<file path="src/hw/rtl/assert_macros.svh">
// ----------------------------------------------------------------------------
// assert_macros.svh
// concurrent assertion helpers, sampled on clk and disabled during reset
// ----------------------------------------------------------------------------
`ifndef ASSERT_MACROS_SVH
`define ASSERT_MACROS_SVH

// condition must hold at every clock edge outside reset
`define TLPQ_ASSERT(lbl, cond) \
    lbl: assert property (@(posedge clk) disable iff (!rst_n) (cond)) \
        else $error("assertion failed");

// consequent must hold in the same cycle as the antecedent
`define TLPQ_ASSERT_IMP(lbl, ante, cons) \
    lbl: assert property (@(posedge clk) disable iff (!rst_n) (ante) |-> (cons)) \
        else $error("assertion failed");

`endif

</file>
<file path="src/hw/rtl/tlpq_pkg.sv">
// ----------------------------------------------------------------------------
// tlpq_pkg
// types and codes shared by the two-level priority queue and its cells
// ----------------------------------------------------------------------------
package tlpq_pkg;

    // fixed index width covering the largest supported depth
    localparam int IDX_W = 6;

    // action codes
    localparam logic [1:0] ACT_INSERT = 2'd0;
    localparam logic [1:0] ACT_REMOVE = 2'd1;
    localparam logic [1:0] ACT_LIST   = 2'd2;

    // level codes
    localparam logic [1:0] LVL_ALL    = 2'd0;
    localparam logic [1:0] LVL_URGENT = 2'd1;
    localparam logic [1:0] LVL_NORMAL = 2'd2;

    // result status codes
    localparam logic [2:0] ST_OK      = 3'd0;
    localparam logic [2:0] ST_FULL    = 3'd1;
    localparam logic [2:0] ST_EMPTY   = 3'd2;
    localparam logic [2:0] ST_BADLVL  = 3'd3;
    localparam logic [2:0] ST_NOMATCH = 3'd4;

    typedef struct packed {
        logic [15:0] id;
        logic [1:0]  lvl;
        logic [15:0] tag;
    } entry_t;

    typedef enum logic [1:0] {
        CELL_HOLD,
        CELL_INSERT,
        CELL_REMOVE,
        CELL_ROTATE
    } cell_op_t;

    typedef struct packed {
        cell_op_t         op;
        logic [IDX_W-1:0] pos;   // insert slot
        logic [IDX_W-1:0] tail;  // last occupied slot, for rotation
    } cell_ctrl_t;

    typedef struct packed {
        logic [2:0]  status;
        logic [15:0] entry_id;
        logic [1:0]  entry_level;
        logic [15:0] entry_tag;
        logic [5:0]  position;
        logic [6:0]  occupancy;
        logic        last;
    } result_t;

endpackage

</file>
<file path="src/hw/rtl/tlpq_cell.sv">
// ----------------------------------------------------------------------------
// tlpq_cell
// one queue slot; shifts toward the tail on insert, toward the head on
// remove, and rotates the occupied run during a list walk
// ----------------------------------------------------------------------------
module tlpq_cell #(
    parameter int CELL_IDX = 0
) (
    input  logic                clk,
    input  tlpq_pkg::cell_ctrl_t ctrl,
    input  tlpq_pkg::entry_t    left_entry,   // slot nearer the head
    input  tlpq_pkg::entry_t    right_entry,  // slot nearer the tail
    input  tlpq_pkg::entry_t    head_entry,
    input  tlpq_pkg::entry_t    new_entry,
    output tlpq_pkg::entry_t    entry
);
    import tlpq_pkg::*;

    localparam logic [IDX_W-1:0] MY_IDX = IDX_W'(CELL_IDX);

    entry_t entry_reg;
    entry_t entry_next;

    always_comb
    begin
        entry_next = entry_reg;
        unique case (ctrl.op)
            CELL_INSERT:
            begin
                if (MY_IDX == ctrl.pos)
                begin
                    entry_next = new_entry;
                end
                else if (MY_IDX > ctrl.pos)
                begin
                    entry_next = left_entry;
                end
            end
            CELL_REMOVE:
            begin
                entry_next = right_entry;
            end
            CELL_ROTATE:
            begin
                // tail slot wraps around to take the old head
                entry_next = (MY_IDX == ctrl.tail) ? head_entry : right_entry;
            end
            default:
            begin
                entry_next = entry_reg;
            end
        endcase
    end

    always_ff @(posedge clk)
    begin
        entry_reg <= entry_next;
    end

    assign entry = entry_reg;

endmodule
</file>
<file path="config.mk">
export PLATFORM = sky130hd
export DESIGN_NAME = tlpq_cell
export DESIGN_NICKNAME = d
export VERILOG_FILES = /design/src/hw/rtl/assert_macros.svh /design/src/hw/rtl/tlpq_pkg.sv /design/src/hw/rtl/tlpq_cell.sv
export SDC_FILE = /design/constraint.sdc
export NUM_CORES = 1
export LEC_CHECK = 0
export ABC_AREA = 1
export BUFFER_PORTS_ARGS = -buffer_cell sky130_fd_sc_hd__buf_2
export CAP_MARGIN = 20
export CORE_ASPECT_RATIO = 0.9
export CORE_MARGIN = 10
export CORE_UTILIZATION = 48
export DETAILED_ROUTE_END_ITERATION = 8
export PLACE_DENSITY = 0.95
export REMOVE_ABC_BUFFERS = 1
export SETUP_SLACK_MARGIN = 0.1
export SYNTH_ARGS = -nofsm -noshare
export SYNTH_HDL_FRONTEND = slang
export SYNTH_SLANG_ARGS = --single-unit
</file>
<file path="constraint.sdc">
create_clock -name clk -period 6.6 [get_ports clk]
set_clock_uncertainty 0.2 [all_clocks]
set_input_delay 1.32 -clock clk [delete_from_list [all_inputs] [get_ports clk]]
set_output_delay 1.32 -clock clk [all_outputs]
set_load 0.05 [all_outputs]
</file>
* Word-level counts from Yosys, hierarchy flattened
Index checks and enable logic that the tools add are counted.
** Storage, ports and cells
- Word-level logic and storage cells :: 16
- Register bits :: 34
** Cells by class
- Muxes and demuxes :: 4
- Order comparisons :: 1
- Eq/ne operators :: 4
- Reductions and logical operators :: 4
** Operator list (number)
- 2-to-1 mux 34 bit :: 3
- one-hot mux 34 bit (3 select lines) :: 1
- logical NOT 6 bit :: 2
- > comparator 1 x 6 -> 1 bit, first input constant :: 1
- equality test 2 bit, second input constant :: 2
- inequality test 3 bit, second input constant :: 1
- nonzero test 3 bit :: 1
- equality test 2 x 1 -> 1 bit, second input constant :: 1
- AND reduction 2 bit :: 1

* Depth between registers and ports, before layout
Gate-level depths: netlist (run 1).
- Depth after elaboration :: 4
- Mapped depth :: 6

* Least setup slack after synthesis (run 1)
Ideal clock, no wire load.
- Kind :: input port to flip-flop
- Start :: input ctrl[8] (netlist name)
- End :: register entry_reg, in the netlist entry[0] (enable)
- Required time :: 5971 ps
- Stages :: 4
- Slack :: 2623 ps
- Data arrival time :: 3347 ps
- Buffers on the path :: 1
- Cell sequence :: nor2_4 > nand3_4 > buf_2 > o21ai_1
** Between the ends
- Longest elaborated chain between the ends :: 3
- Elaborated cells on any way between the ends :: 4
- Those cells by class :: order compare (1); eq/ne (1); reduce/logical (2)
** RTL lines
- start, declared :: line tlpq_cell.sv:10 : input tlpq_pkg::cell_ctrl_t ctrl,
- > comparator 1 x 6 -> 1 bit / logical NOT 6 bit (equally long branches) :: line tlpq_cell.sv:34, tlpq_cell.sv:30
- inequality test 3 bit (no source line) *
- AND reduction 2 bit (no source line) *
- end signal, assigned :: line tlpq_cell.sv:57 : entry_reg <= entry_next;
- end, declared :: line tlpq_cell.sv:21 : entry_t entry_reg;
Mark *: on every way between the ends. The rest lies on a longest branch, timed or not.
A chain may end at the register's enable or synchronous reset.

* Worst setup path after layout (run 1)
- Start :: input ctrl[6] (netlist name)
- End :: register entry_reg, in the netlist entry[17] (enable)
The elaborated chain is that of the path after synthesis.

==> summary.md, run 1 <==
| Metric | Value |
|---|---|
| Number of antenna violations at the first check in global routing | `0` |
| Cell leakage power | `2.45 nW` |
| Port bufs | `184` |
| Total of endpoints with negative setup slack in the final report | `0` |
| Diode insertion count for antenna repair | `0` |
| Leading post-synthesis cells by cell area | `sky130_fd_sc_hd__edfxtp_1, sky130_fd_sc_hd__inv_1, sky130_fd_sc_hd__nand3_1, sky130_fd_sc_hd__nand4_1, sky130_fd_sc_hd__nand2_1` |
| Dominant combinational cell family by area after synthesis | `simple AND/OR/NAND/NOR gates` |
| Maximum achievable frequency | `0.273 GHz` |
| Arrival time at the worst endpoint | `approximately 3400 ps` |
| Number of global-route vias before repair | `~4000` |
| Number of core rows | `27` |
| First-iteration detailed-routing DRC count | `between 200 and 300` |
| Buf/Inv on CP | `2` |
| Routed vias | `3934` |
| DRC violation count after routing | `0` |
| Unique cell type count in the Yosys netlist | `14` |
| Cell type contributing the most total cell area after synthesis | `sky130_fd_sc_hd__edfxtp_1` |
| Final period util | `55.4%` |
| Headroom to the max-slew limit | `between 30% and 40%` |
| Async S/R FF share, synth | `0%` |
| Min Tclk post-route | `between 3000 and 4000 ps` |
| Run status | `finished clean` |
| Clock tree from TritonCTS | `built` |
| Critical Path Start Type | `input pin` |
| Height of the chip | `96.9 um` |
| Fin util | `66.5%` |
| Number of flip-flops under the largest register name | `34` |
| Worst ir drop on vdd | `approximately 0.077 mV` |
| Critical Path Max Stage Delay | `slightly below 700 ps` |
| Final Net Count | `about 800` |
| Worst hold-check path type | `in -> reg` |
| Accumulated negative setup slack | `0 ps` |
| Clock sinks | `34` |
| Worst slack, placed | `2300 ps` |
| Max cap viols | `0` |
| Final routed wirelength across all metal layers | `~12000 um` |
| Data required, critical path | `between 6000 and 7000 ps` |
| Overall track demand over capacity in global routing | `roughly 22%` |
| Setup crit end kind | `flop` |
| Slew Viols, Final | `0` |
| Horizontal extent of the die | `around 110 um` |
| Pin count of the biggest net entering global routing | `37` |
| Hold_buf cts | `0` |
| Worst-path cell with the longest stage delay | `sky130_fd_sc_hd__nor2_4` |
| Adder-cell share of the synthesized area | `0%` |
| Final setup margin | `slightly below 3000 ps` |
| Area of the mapped netlist | `about 0.0032 sq mm` |
| Most frequent cell after synthesis | `sky130_fd_sc_hd__inv_1` |
| Average cell area after synthesis | `roughly 6.5 sq um` |
| Final Hold Viols | `0` |
| Largest fanout on the critical path | `35` |
| Actual transition at the worst max-transition pin | `928 ps` |
| Dominant synthesized flop cell | `sky130_fd_sc_hd__edfxtp_1` |
| XOR/XNOR share of the synthesized area | `0%` |
| Area Growth Syn to Fin | `31.7%` |
| Maximum number of buffers from clock root to sink | `2` |
| Initial Utilization | `50.5%` |
| Core Footprint | `between 0.006 and 0.007 sq mm` |
| Gate count after technology mapping | `between 400 and 500` |
| Number of warnings printed during yosys synthesis | `0` |
| Setup repair after global routing missed its margin | `false` |
| Multiplexer share of the synthesized area | `0%` |
| Critical path cell sequence | `buf_2 > nor2_4 > nand3_4 > o21ai_4 > buf_12` |
| Leading cell types by count after synthesis | `sky130_fd_sc_hd__inv_1, sky130_fd_sc_hd__nand2_1, sky130_fd_sc_hd__nand3_1` |
| Synthesis-stage register bit count | `34` |
| Largest delay contributor family on the critical path | `simple AND/OR/NAND/NOR gates` |
| Power Dens Cells | `161 mW/mm^2` |
| Total congestion overflow | `0` |
| Synth top area share | `between 30% and 40%` |
| Number of primary I/O pins | `between 150 and 200` |
| Number of H-tree levels | `2` |
| Average vias per placed instance | `~5.3` |
| Detailed Routing Iterations Pass 1 | `5` |
| Remaining number of nets flagged by the antenna check after routing | `0` |
| Number of enable flip-flop cells after synthesis | `34` |
| Number of gates given a new drive strength after cts | `0` |
| Clock slew at reported path FFs | `about 70 ps` |
| WL/cell | `~16 um` |
| Global-route wire length before repair | `between 15000 and 20000 um` |
| Share of the synthesized area in compound gates (AO/OA/AOI/OAI) | `less than 1%` |
| Post-CTS Setup Inserts | `0` |
| Die ar. | `approximately 0.010 sq mm` |
| Placed wire-length estimate | `8630 um` |
| Number of buffers added by the clock tree synthesis step | `5` |
| Share of layout cells above drive strength 1 | `a little under a third` |
| Post-synthesis simple-gate area fraction | `a little under half` |
| Seq/Total Area, Yosys | `about a third` |
| CTS root buffer | `sky130_fd_sc_hd__clkbuf_8` |
| Final weighted congestion in routability-driven placement | `~0.83` |
| Critical path class | `in -> reg` |
==> power breakdown <==
part	internal (W)	total (W)	switching [W]	leakage, nW
logic	0.0000767	0.000253	0.000176	2.08
clock network	0.0000705	0.000147	0.0000760	0.0407
registers	0.000265	0.000271	0.00000627	0.332
total	0.000412	0.000670	0.000258	2.45
==> final timing paths <==
kind	endpoint	start	slack, ps	cells after the start
setup / recovery	entry[17]	ctrl[6]	2940	5
hold / removal	entry[32]	right_entry[32]	1140	3
==> area by class of cell <==
type	count	area (sq um)
Fill cell	589	2090
Clock buffer	5	68.8
Inverter	139	522
Sequential cell	34	1020
Tap cell	87	109
Clock inverter	3	11.3
Multi-Input combinational cell	283	1450
Timing Repair Buffer	187	976
==> per-stage QoR <==
stage | std cells | power (W) | hold slack (ps) | instance area [sq um]
5_1_grt | 738 | 0.000701 | 1150 | 4160
3_5_place_dp | 728 | 0.000523 | 1430 | 4030
4_1_cts | 736 | 0.000668 | 1130 | 4110
3_3_place_gp | 728 | 0.000515 | 1420 | 4030
6_report | 738 | 0.000670 | 1140 | 4160
2_1_floorplan | 456 | 0.000428 | 1320 | 2980
==> cells by family (layout without fill, tap and decap cells) <==
family,Yosys count,after routing
AND/OR/NAND/NOR,282,282
buffers and inverters,172,334
flip-flops,34,34
AO/OA/AOI/OAI,1,1
==> layer usage <==
metal  track usage, %  part of all wire, %  up-vias
met3             5.69                   10       31
met5                0                    0        -
met4             9.01                  2.6        0
li1                 -                    -     1897
met2             36.4                   49      291
met1             25.2                   38     1715
==> layout by cell type, fill, tap and decap left out, drive strengths merged <==
cell type | Yosys | layout
buf | 27 | 187
inv | 138 | 138
nand3 | 104 | 104
nand2 | 103 | 103
nand4 | 68 | 68
edfxtp | 34 | 34
nor2 | 7 | 7
clkbuf | 6 | 5
clkinv | 1 | 4
o21ai | 1 | 1
==> tightest hold or removal path: cells and delay by family <==
kind	cells	cell delay (ps)
AND/OR/NAND/NOR	2	120
buffers and inverters	1	90
Power figures use the tool's default switching activity.
==> run 2: changes to the inputs <==
- ABC_AREA: 1 -> 0
- CORE_UTILIZATION: 48 -> 41
- PLACE_DENSITY: 0.95 -> 0.91
- clock period: 6.6 -> 3.8 ns (I/O delays scaled with it)
==> run 2 against run 1 <==
Compared with the run above: cell count is 34% lower; sequential power is 72% higher; combinational power is 45% higher; core utilization is 8.9 points lower; design area is 20% lower; global-route usage is 1.1 points lower; worst hold slack worse by 490 ps; power is 62% higher; synthesized cell count is 49% lower; first-iteration DRC count is 21% lower; clock power is 74% higher; setup slack worse by 1500 ps; critical path type unchanged; highest routed layer unchanged.
==> summary.md, run 2 <==
| Metric | Value |
|---|---|
| Cell type contributing the most total cell area after synthesis | `sky130_fd_sc_hd__edfxtp_1 (unchanged)` |
| Accumulated negative setup slack | `0 ps (unchanged)` |
| Hold_buf cts | `0 (unchanged)` |
| Portion of total power attributed to combinational logic | `33.6% (was 37.7%)` |
| Critical path class | `in -> reg (unchanged)` |
| Dominant synthesized flop cell | `sky130_fd_sc_hd__edfxtp_1 (unchanged)` |
| Psw | `0.000389 W (was 0.000258 W)` |
| Post-synthesis simple-gate area fraction | `10.8% (was 45.4%)` |
| WL/cell | `22.1 um (was 16.3 um)` |
| Run status | `finished clean (unchanged)` |
| Detailed Routing Iterations Pass 1 | `6 (was 5)` |
| Average cell area after synthesis | `10.0 sq um (was 6.45 sq um)` |
| Die ar. | `0.00964 sq mm (was 0.0102 sq mm)` |
| Maximum achievable frequency | `between 0.4 and 0.5 GHz` |
| Clock slew at reported path FFs | `70 ps (about the same)` |
| Slew Viols, Final | `0 (unchanged)` |
| Adder-cell share of the synthesized area | `0% (unchanged)` |
| CTS root buffer | `sky130_fd_sc_hd__clkbuf_8 (unchanged)` |
| Multi-input gate area | `0.00113 sq mm (was 0.00145 sq mm)` |
| Internal | `0.000697 W (was 0.000412 W)` |
| Port bufs | `184 (unchanged)` |
| Number of flip-flops under the largest register name | `34 (unchanged)` |
| Arrival time at the worst endpoint | `2140 ps (was 3440 ps)` |
| Number of buffers added by the clock tree synthesis step | `5 (unchanged)` |
| Critical path cell sequence | `buf_2 > or4_1 > buf_16 > o21ai_0 > a32oi_1 (was buf_2 > nor2_4 > nand3_4 > o21ai_4 > buf_12)` |
| Most frequent cell after synthesis | `sky130_fd_sc_hd__o21ai_1 (was sky130_fd_sc_hd__inv_1)` |
| Post-CTS Setup Inserts | `0 (unchanged)` |
| Switch share | `35.8% (was 38.5%)` |
| Setup repair after global routing missed its margin | `false (unchanged)` |
| Unique cell type count in the Yosys netlist | `23 (was 14)` |
| Number of warnings printed during yosys synthesis | `0 (unchanged)` |
| Share of layout cells above drive strength 1 | `49.6% (was 31.2%)` |
| Setup crit end kind | `flop (unchanged)` |
| Number of antenna violations at the first check in global routing | `0 (unchanged)` |
| Multiplexer share of the synthesized area | `0% (unchanged)` |
| Clock sinks | `34 (unchanged)` |
| Worst-path cell with the longest stage delay | `sky130_fd_sc_hd__or4_1 (was sky130_fd_sc_hd__nor2_4)` |
| Synth top area share | `40.8% (was 32.4%)` |
| Critical Path Max Stage Delay | `700 ps (was 680 ps)` |
| Largest fanout on the critical path | `29 (was 35)` |
| Routed vias | `3054 (was 3934)` |
| Cell leakage power | `1.35 nW (was 2.45 nW)` |
| Most common cell after layout, fill and taps aside | `sky130_fd_sc_hd__buf_2 (unchanged)` |
| Final Hold Viols | `0 (unchanged)` |
| Actual transition at the worst max-transition pin | `842 ps (was 928 ps)` |
| Height of the chip | `94.2 um (was 96.9 um)` |
| Pin count of the biggest net entering global routing | `65 (was 37)` |
| Number of enable flip-flop cells after synthesis | `34 (unchanged)` |
| Final setup margin | `1480 ps (was 2940 ps)` |
| Synthesis-stage register bit count | `34 (unchanged)` |
| Leading post-synthesis cells by cell area | `sky130_fd_sc_hd__edfxtp_1, sky130_fd_sc_hd__a32oi_1, sky130_fd_sc_hd__o21ai_1, sky130_fd_sc_hd__a31oi_1, sky130_fd_sc_hd__nand3_1 (was sky130_fd_sc_hd__edfxtp_1, sky130_fd_sc_hd__inv_1, sky130_fd_sc_hd__nand3_1, sky130_fd_sc_hd__nand4_1, sky130_fd_sc_hd__nand2_1)` |
| Worst hold-check path type | `in -> reg (unchanged)` |
| Total of endpoints with negative setup slack in the final report | `0 (unchanged)` |
| Max cap viols | `0 (unchanged)` |
| Dominant combinational cell family by area after synthesis | `compound AO/OA/AOI/OAI gates (was simple AND/OR/NAND/NOR gates)` |
| Average vias per placed instance | `6.30 (was 5.33)` |
| Power Dens Cells | `326 mW/mm^2 (was 161 mW/mm^2)` |
| Share of the synthesized area in compound gates (AO/OA/AOI/OAI) | `34.0% (was 0.159%)` |
| Leading cell types by count after synthesis | `sky130_fd_sc_hd__o21ai_1, sky130_fd_sc_hd__nand3_1, sky130_fd_sc_hd__a31oi_1, sky130_fd_sc_hd__a32oi_1, sky130_fd_sc_hd__edfxtp_1 (was sky130_fd_sc_hd__inv_1, sky130_fd_sc_hd__nand2_1, sky130_fd_sc_hd__nand3_1)` |
| Diode insertion count for antenna repair | `0 (unchanged)` |
| Critical Path Start Type | `input pin (unchanged)` |
| Horizontal extent of the die | `102 um (was 105 um)` |
| Overall track demand over capacity in global routing | `20.5% (was 21.6%)` |
| Number of H-tree levels | `2 (unchanged)` |
| Gate count after technology mapping | `250 (was 489)` |
| Placed wire-length estimate | `7510 um (was 8630 um)` |
| Remaining number of nets flagged by the antenna check after routing | `0 (unchanged)` |
| Worst ir drop on vdd | `0.241 mV (was 0.0774 mV)` |
| Area of the mapped netlist | `0.00250 sq mm (was 0.00316 sq mm)` |
| Data required, critical path | `3620 ps (was 6380 ps)` |
| Worst slack, placed | `864 ps (was 2300 ps)` |
| FF/Latch Area | `0.00102 sq mm (unchanged)` |
| Number of global-route vias before repair | `3181 (was 3980)` |
| Maximum number of buffers from clock root to sink | `2 (unchanged)` |
| Global-route wire length before repair | `15800 um (was 18700 um)` |
| First-iteration detailed-routing DRC count | `230 (was 291)` |
| Core Footprint | `0.00579 sq mm (was 0.00625 sq mm)` |
| Initial Utilization | `43.3% (was 50.5%)` |
| Number of primary I/O pins | `185 (unchanged)` |
| Seq/Total Area, Yosys | `40.8% (was 32.4%)` |
| Most frequent cells in the layout | `sky130_fd_sc_hd__buf_2, sky130_fd_sc_hd__o21ai_1, sky130_fd_sc_hd__nand3_1 (was sky130_fd_sc_hd__buf_2, sky130_fd_sc_hd__inv_1, sky130_fd_sc_hd__nand2_1)` |
| Reg power frac | `42.8% (was 40.4%)` |
| Final Net Count | `565 (was 801)` |
| Final weighted congestion in routability-driven placement | `0.828 (was 0.829)` |
| Min Tclk post-route | `between 2000 and 2500 ps` |
| Number of core rows | `26 (was 27)` |
| Total congestion overflow | `0 (unchanged)` |
| Final routed wirelength across all metal layers | `10700 um (was 12000 um)` |
| Filler Cells Inserted | `519 (was 589)` |
| Final period util | `around 61%` |
| Clock tree from TritonCTS | `built (unchanged)` |
| Power share of the clock group | `23.5% (was 21.9%)` |
| Number of gates given a new drive strength after cts | `0 (unchanged)` |
| Headroom to the max-slew limit | `43.7% (was 38.0%)` |
| XOR/XNOR share of the synthesized area | `0% (unchanged)` |
| DRC violation count after routing | `0 (unchanged)` |
| Area Growth Syn to Fin | `33.2% (was 31.7%)` |
| Async S/R FF share, synth | `0% (unchanged)` |
==> run 2: changes by cell type in the layout (fill, tap and decap cells not counted), sizes merged, moves of 6 or more <==
cell,before,now
a32oi,0,34
nand4,68,0
nand3,104,35
inv,138,1
nand2,103,1
o21ai,1,68
nor2,7,1
a31oi,0,34
==> run 2: kinds of logic after synthesis <==
group,count (synthesis)
simple gates,44
compound gates,136
buf+inv,36
flops,34
==> run 2: power by group through the flow <==
stage               sequential (W)  clock [W]  combinational [W]
global placement          0.000472          0           0.000352
floorplan                 0.000602          0          0.0000813
finish                    0.000465   0.000256           0.000366
detailed placement        0.000474          0           0.000360
CTS                       0.000465   0.000269           0.000361
global route              0.000468   0.000282           0.000386
==> run 2: metrics by stage <==
step	util, %	hold slack (ps)	instances	total power (W)	area, sq um
floorplan	-	797	215	0.000683	2150
global placement	55.5	935	475	0.000824	3210
detailed placement	55.5	942	475	0.000833	3210
CTS	56.9	638	483	0.00109	3290
global route	57.6	633	485	0.00114	3340
finish	57.6	652	485	0.00109	3340
==> run 2: layout make-up <==
| class | instances | share of cell area, % |
|---|---|---|
| clock inverter | 2 | 0.263 |
| timing repair buffer | 192 | 30.2 |
| multi-input combinational | 180 | 34.0 |
| inverter | 1 | 0.113 |
| tap | 70 | 2.63 |
| sequential | 34 | 30.6 |
| clock buffer | 6 | 2.18 |
==> run 2: metal layers <==
metal	wire, um	share of wire [%]	up-vias	track usage (%)
met3	1600	15	18	8.31
met5	0	0	-	0
met1	3710	35	1399	21.5
li1	-	-	1363	-
met2	5170	48	274	36.2
met4	223	2.1	0	6.81
==> run 2: path summary, 6_finish.rpt <==
check / cells past startpoint / endpoint / start
hold / removal: 3 / entry[31] / right_entry[31]
setup / recovery: 5 / entry[11] / ctrl[3]
==> run 2: worst max-delay path: cells and delay by family <==
family                 cells  cell delay (ps)
AND/OR/NAND/NOR            1              700
buffers and inverters      2              370
AO/OA/AOI/OAI              2              310
